## config.mk

```make
export PLATFORM = sky130hd
export DESIGN_NAME = sabtb_set_update
export DESIGN_NICKNAME = d
export VERILOG_FILES = /design/src/sabtb_pkg.sv /design/src/sabtb_set_update.sv
export SDC_FILE = /design/constraint.sdc
export NUM_CORES = 1
export LEC_CHECK = 0
export BUFFER_PORTS_ARGS = -buffer_cell sky130_fd_sc_hd__buf_2
export CORE_AREA = 2 2 250 252
export DETAILED_ROUTE_END_ITERATION = 10
export DIE_AREA = 0 0 252 254
export MAX_ROUTING_LAYER = met4
export PLACE_DENSITY = 0.4
export SLEW_MARGIN = 20
export SYNTH_ARGS = -nofsm -noshare
export SYNTH_HDL_FRONTEND = slang
export SYNTH_SLANG_ARGS = --single-unit
```

## constraint.sdc

```tcl
create_clock -name vclk -period 4.3
set_input_delay 0.43 -clock vclk [all_inputs]
set_output_delay 0.43 -clock vclk [all_outputs]
set_load 0.03 [all_outputs]
```

## src/sabtb_pkg.sv

```systemverilog
// Shared types and constants for the set-associative branch target buffer.
`timescale 1ns / 1ps

package sabtb_pkg;

  localparam int SET_IDX_W_DEF = 6;
  localparam int WAYS_DEF      = 4;

  localparam int ADDR_W = 32;
  localparam int KIND_W = 2;

  localparam int S_DATA_W = 72;  // pc + target + kind, byte padded
  localparam int M_DATA_W = 40;  // target + kind, byte padded

  localparam logic FUNC_LOOKUP = 1'b0;
  localparam logic FUNC_UPDATE = 1'b1;

  typedef struct packed {
    logic              valid;
    logic [ADDR_W-1:0] tag;
    logic [ADDR_W-1:0] target;
    logic [KIND_W-1:0] kind;
  } entry_t;

  typedef struct packed {
    logic              hit;
    logic [ADDR_W-1:0] target;
    logic [KIND_W-1:0] kind;
  } result_t;

endpackage

```

## src/sabtb_set_update.sv

```systemverilog
// Way match, victim choice and row rewrite for one set of the buffer.
`timescale 1ns / 1ps

module sabtb_set_update #(
  parameter int WAYS  = sabtb_pkg::WAYS_DEF,
  parameter int PTR_W = 2
) (
  input  sabtb_pkg::entry_t [WAYS-1:0]       ways_in,
  input  logic [PTR_W-1:0]                   ptr_in,
  input  logic                               func,
  input  logic [sabtb_pkg::ADDR_W-1:0]       pc,
  input  logic [sabtb_pkg::ADDR_W-1:0]       target,
  input  logic [sabtb_pkg::KIND_W-1:0]       kind,
  output sabtb_pkg::entry_t [WAYS-1:0]       ways_out,
  output logic [PTR_W-1:0]                   ptr_out,
  output sabtb_pkg::result_t                 result
);

  logic [WAYS-1:0]   match;
  logic [WAYS-1:0]   free;
  logic [PTR_W-1:0]  match_idx;
  logic [PTR_W-1:0]  free_idx;
  logic [PTR_W-1:0]  victim;
  logic              hit;
  logic              any_free;
  logic              is_update;
  sabtb_pkg::entry_t sel;

  assign is_update = (func == sabtb_pkg::FUNC_UPDATE);

  always_comb begin
    for (int w = 0; w < WAYS; w++) begin
      match[w] = ways_in[w].valid && (ways_in[w].tag == pc);
      free[w]  = !ways_in[w].valid;
    end
  end

  assign hit      = |match;
  assign any_free = |free;

  // lowest-numbered way wins: scan downwards so the last assignment sticks
  always_comb begin
    match_idx = '0;
    free_idx  = '0;
    for (int w = WAYS - 1; w >= 0; w--) begin
      if (match[w]) begin
        match_idx = PTR_W'(w);
      end
      if (free[w]) begin
        free_idx = PTR_W'(w);
      end
    end
  end

  assign victim = hit ? match_idx : (any_free ? free_idx : ptr_in);

  always_comb begin
    ptr_out = ptr_in;
    if (is_update && !hit && !any_free) begin
      ptr_out = (ptr_in == PTR_W'(WAYS - 1)) ? '0 : PTR_W'(ptr_in + 1'b1);
    end
  end

  always_comb begin
    ways_out = ways_in;
    if (is_update) begin
      for (int w = 0; w < WAYS; w++) begin
        if (PTR_W'(w) == victim) begin
          ways_out[w].valid  = 1'b1;
          ways_out[w].tag    = pc;
          ways_out[w].target = target;
          ways_out[w].kind   = kind;
        end
      end
    end
  end

  always_comb begin
    sel = '0;
    for (int w = 0; w < WAYS; w++) begin
      if (PTR_W'(w) == match_idx) begin
        sel = ways_in[w];
      end
    end
  end

  always_comb begin
    result.hit    = hit;
    result.target = '0;
    result.kind   = '0;
    if (!is_update && hit) begin
      result.target = sel.target;
      result.kind   = sel.kind;
    end
  end

endmodule

```

==> results of run 1 <==
power breakdown:
group	internal (mW)	leakage, nW	total (mW)	switching (mW)
combinational	0.508	5.12	1.41	0.904
clock	0.000000312	0.0000634	0.000000312	0
sequential	0	0	0	0
total	0.508	5.12	1.41	0.904
critical path: cells and delay by family:
kind | cells | cell delay (ps)
mux | 1 | 350
simple gates | 4 | 1520
compound gates | 1 | 200
buf+inv | 5 | 1020
xor+xnor | 1 | 120
per-layer routing:
layer / vias up / global-route usage [%]
li1: 3797 / -
met1: 4108 / 17.2
met2: 513 / 30.2
met3: 58 / 1.61
met4: 0 / 4.82
met5: - / -
worst min path at each step:
stage                   endpoint  slack [ps]  depth (start not counted)
floorplan           ways_out[66]        1040                          1
global placement       result[6]        1230                          4
detailed placement    result[29]        1230                          4
CTS                   result[29]        1230                          4
global route          result[31]        1240                          4
finish                result[16]        1230                          4
through the flow:
| stage | power, mW | instances | hold WS (ps) | cell area, sq um |
|---|---|---|---|---|
| after global routing | 1.49 | 2103 | 1240 | 10500 |
| after floorplan | 0.801 | 692 | 1040 | 5910 |
| after CTS | 1.44 | 2094 | 1230 | 10500 |
| after detailed placement | 1.43 | 2093 | 1230 | 10500 |
| final | 1.41 | 2104 | 1230 | 10500 |
| after global placement | 1.44 | 2093 | 1230 | 10500 |
layout by cell type, fill, tap and decap left out, drive strengths merged:
cell     Yosys  layout
a21boi       2       2
nand2b       3       3
buf         47     693
nand3        8       8
inv          3       3
mux2i        1       1
ha           1       1
o21bai       3       3
nand3b       1       1
nor2         4       4
a221oi      33      33
a22oi        1       1
o2bb2ai      1       1
xnor2        8       8
or3b         1       1
nor2b        1       1
nand2       38      38
nor4        29      29
nor3         7       7
o21ai       34      34
nor4b        1       1
or3          1       1
nand4        5       5
nor3b        2       2
diode        0      10
xor2       120     120
a21o         2       2
mux2       266     266
or2          1       1
a21oi       34      34
logic make-up (layout without fill, tap and decap cells):
kind of cell / count (synthesis) / in the layout / share of synthesized area, %
fa+ha+maj: 1 / 1 / 0.212
buf+inv: 84 / 696 / 6.73
simple gates: 102 / 102 / 9.58
compound gates: 110 / 110 / 11.9
mux: 267 / 267 / 52.7
xor+xnor: 128 / 128 / 19.0
other cells: 0 / 10 / 0
layout make-up:
type                            count  area (sq um)  share of cell area, %
Multi-Input combinational cell    608          5600                   53.2
Antenna cell                       10          25.0                  0.238
Inverter                            3          11.3                  0.107
Timing Repair Buffer              693          3900                   37.1
Tap cell                          790           988                   9.39
repair_timing:
action | CTS | global route
hold buffers | 0 | 0
endpoints found under the setup margin | 302 | 3
pin swaps | 2 | 0
resized for setup | 3 | 1
buffers inserted | 1 | 0
==> results.yml, run 1 <==
layout:
  nClkBuffers: 0
  area_delta_synth_final_pct: 78.0
  drive_above_1_share_pct: 74.2
  fillCellCount: 7073
  ff_latch_area_sq_um: 0
  nNetsFinal: 1644
  seq_cells: 0
  final_util_pct: 17.2
timing:
  layout_min_cycle_time_ps: 4110
  maxSlewHeadroom_pct: 44.6
  setup_slack_ps: 187
  max_freq_mhz: 243
  drv_slew: 0
  setup_tns_ps: 0
  setup_viol: 0
  min_period_over_period_pct: 95.6
  hold_violations: 0
  worstMarginPinSlew_ps: 828
  rsz0062_at_grt: "no"
synthesis:
  ys_top_cells_by_count: "mux2_2 (228), xor2_1 (120), buf_2 (39), nand2_1 (38)"
  synth_cell_types: 41
  yosysMostFrequentCell: "mux2_2"
  synth_area_leaders: "mux2_2 (43%), xor2_1 (18%), mux2_4 (7.4%)"
  synth-warning-count: 0
  yosysTopAreaCell: "mux2_2"
  syn_area_sq_um: 5910
  synth_top_cell_area_share_pct: 43.4
  synthCells: 692
  synth.net_count: 1030
  synth_seq_area_share_pct: 0
  avgSynthCellArea_sq_um: 8.55
detailed_routing:
  via_count: 8476
  wire_per_inst_um: 25.4
  antenna_left: 0
  m1WireLength_um: 20700
  wl_met3_um: 2780
  via_per_inst: 4.03
  wl_met2_um: 28100
  drc: 0
  drt-total-wl_um: 53500
  first_pass_iters: 5
  top_layer_used: "met4"
  initialDrtViolationCount: 411
worst_setup_path:
  crit_start: "pc[17]"
  critPathMaxFanout: 32
  end_kind: "primary output"
  slowest_delay_ps: 490
  slowest_stage: "nor4_1"
  path_cells: "buf_2 -> xor2_1 -> nor4_1 -> nand4_1 -> nor3_4 -> inv_1 -> a21o_1 -> buf_4 -> or3_4 -> buf_12 -> mux2_1 -> buf_2"
  worstSetupStartpointType: "input port"
  crit_arrival_ps: 3680
  required_ps: 3870
  cp-endpoint: "ways_out[132]"
  crit_top_cell: "buf_2"
  crit_type: "in2out"
floorplan:
  ios: 642
  coreArea_sq_um: 61300
  die_h_um: 254
  die_area_sq_um: 64000
  start_util_pct: 9.66
  die_x_um: 252
  row_count: 91
placed_design:
  io_buffers: 642
  hpwl_um: 46800
  place_ws_ps: -556
  place.gp.congestion: 0.887
run_status:
  status: "complete, no violations"
job:
  cap_violations: 0
global_route:
  grt_max_degree: 35
  antenna_found_initial: 14
  grt_pass1_vias: 8627
  grt_pass1_wl_um: 69300
  track_usage_pct: 15.8
  overflow: 0
power_and_ir_drop:
  power.density_nw_per_um2: 134
  power_leakage_nw: 5.12
  ir_drop_uv: 51.9
min_path:
  hp-start: "ways_in[16]"
  hp-class: "in2out"
(Power assumes the default switching activity.)
==> run 2: changes to the inputs <==
clock period = 5.3 ns   (was 4.3 ns; I/O delays follow)
==> run 2 against run 1 <==
Effect of this change:
- via count is 1.8% lower
- first-iteration DRC count is 1.7% lower
- critical path depth stayed put
- global-route usage is 0.49 points lower
- sequential share of layout area stayed put
- design area is 5.0% lower
- routed wire length is 3.0% lower
- non-clock buffer count is 33 lower
- die area stayed put
- total power is 20% lower
- setup slack better by 330 ps
==> results.yml, run 2 (same netlist as run 1, synthesis figures left out) <==
global_route:
  grt_max_degree: 68
  overflow: 0
  grt.busiest_layer: "met2"
  grt_pass1_vias: 8449
  track_usage_pct: 15.3
  grt_pass1_wl_um: 67000
  antenna_found_initial: 15
  met1_usage_pct: 17.1
  met3_usage_pct: 1.61
  met2_usage_pct: 27.3
timing:
  hold_slack_ps: 1430
  max_freq_mhz: 209
  worstMarginPinSlew_ps: 987
  setup_tns_ps: 0
  rsz0062_at_grt: "no"
  setup_slack_ps: 514
  hold_violations: 0
  min_period_over_period_pct: 90.3
  layout_min_cycle_time_ps: 4790
  setup_viol: 0
  drv_slew: 0
  maxSlewHeadroom_pct: 34.2
floorplan:
  ios: 642
  die_area_sq_um: 64000
  die_h_um: 254
  row_count: 91
  start_util_pct: 9.66
  die_x_um: 252
  coreArea_sq_um: 61300
worst_setup_path:
  crit_top_cell: "buf_2"
  slowest_stage: "nor4_4"
  end_kind: "primary output"
  critPathMaxFanout: 67
  crit_arrival_ps: 4260
  worstSetupStartpointType: "input port"
  crit_type: "in2out"
  slowest_delay_ps: 520
  path_cells: "buf_2 -> xor2_1 -> nor4_2 -> buf_4 -> nand4_1 -> nor4_4 -> nor2_2 -> a21boi_2 -> or3b_4 -> buf_12 -> mux2_4 -> buf_2"
  required_ps: 4770
clock_tree:
  ctsResizeCount: 0
  cts_hold_buf: 0
  cts_setup_buffers: 0
layout:
  ff_latch_area_sq_um: 0
  nNetsFinal: 1611
  final_common_cell: "buf_2"
  finalNonFillerCells: 2073
  drive_above_1_share_pct: 73.5
  fillCellCount: 7050
  area_delta_synth_final_pct: 69.2
  seq_cells: 0
  final_cell_mix: "buf_2 (642), mux2_2 (228), xor2_1 (120), nand2_1 (38), o21ai_0 (34)"
  nClkBuffers: 0
detailed_routing:
  via_per_inst: 4.01
  initialDrtViolationCount: 404
  drt-total-wl_um: 51800
  first_pass_iters: 4
  antenna_left: 0
  drc: 0
  via_count: 8322
  wire_per_inst_um: 25.0
min_path:
  hp-class: "in2out"
placed_design:
  hpwl_um: 43900
  place_ws_ps: 321
  place.gp.congestion: 0.884
  io_buffers: 642
  place_inst: 2061
power_and_ir_drop:
  ir_drop_uv: 37.8
  power_leakage_nw: 4.85
  power_mw: 1.13
  power.density_nw_per_um2: 112
job:
  cap_violations: 0
run_status:
  status: "complete, no violations"
==> run 2: cell types whose count changed in the layout (fill, tap and decap cells not counted) <==
| cell | previous run | this run |
|---|---|---|
| nor3_4 | 2 | 1 |
| nor3b_2 | 0 | 1 |
| nor3_2 | 1 | 2 |
| buf_4 | 30 | 14 |
| diode_2 | 10 | 12 |
| buf_12 | 24 | 4 |
| nor4_2 | 0 | 1 |
| nor4_4 | 2 | 1 |
| buf_2 | 639 | 642 |
| nor3b_4 | 2 | 1 |
==> run 2: layout make-up <==
class	instances	area, sq um	area share (%)
multi-input cells	608	5580	55.8
diodes	12	30.0	0.300
repair buffers	660	3400	34.0
well taps	790	988	9.88
inverters	3	11.3	0.113
==> run 2: layer usage <==
metal / part of all wire [%] / wire, um / up-vias
met5: 0 / 0 / -
met4: 5.7 / 2940 / 0
met3: 6.2 / 3220 / 85
met2: 50 / 25900 / 545
met1: 38 / 19800 / 3960
li1: - / - / 3732
==> run 2: metrics by stage <==
stage,utilization [%],instance area [sq um]
floorplan,-,5910
CTS,16.3,9980
detailed placement,16.3,9980
finish,16.3,10000
global route,16.3,10000
global placement,16.3,9980
==> run 2: worst max-delay path, delay by kind of cell <==
kind                   cells  cell delay [ps]
AO/OA/AOI/OAI              1              330
buffers and inverters      4              970
XOR/XNOR                   1              140
AND/OR/NAND/NOR            5             1740
multiplexers               1              420
==> run 2: worst paths after layout <==
kind              startpoint            end  slack (ps)  cells past startpoint
setup / recovery      pc[17]  ways_out[233]         510                     12
hold / removal    ways_in[1]      result[1]        1430                      4
==> run 2: power by group <==
part | switching, mW | leakage, nW | internal (mW)
combinational | 0.733 | 4.85 | 0.392
clock | 0 | 0.0000761 | 0.000000304
sequential | 0 | 0 | 0
total | 0.733 | 4.85 | 0.392
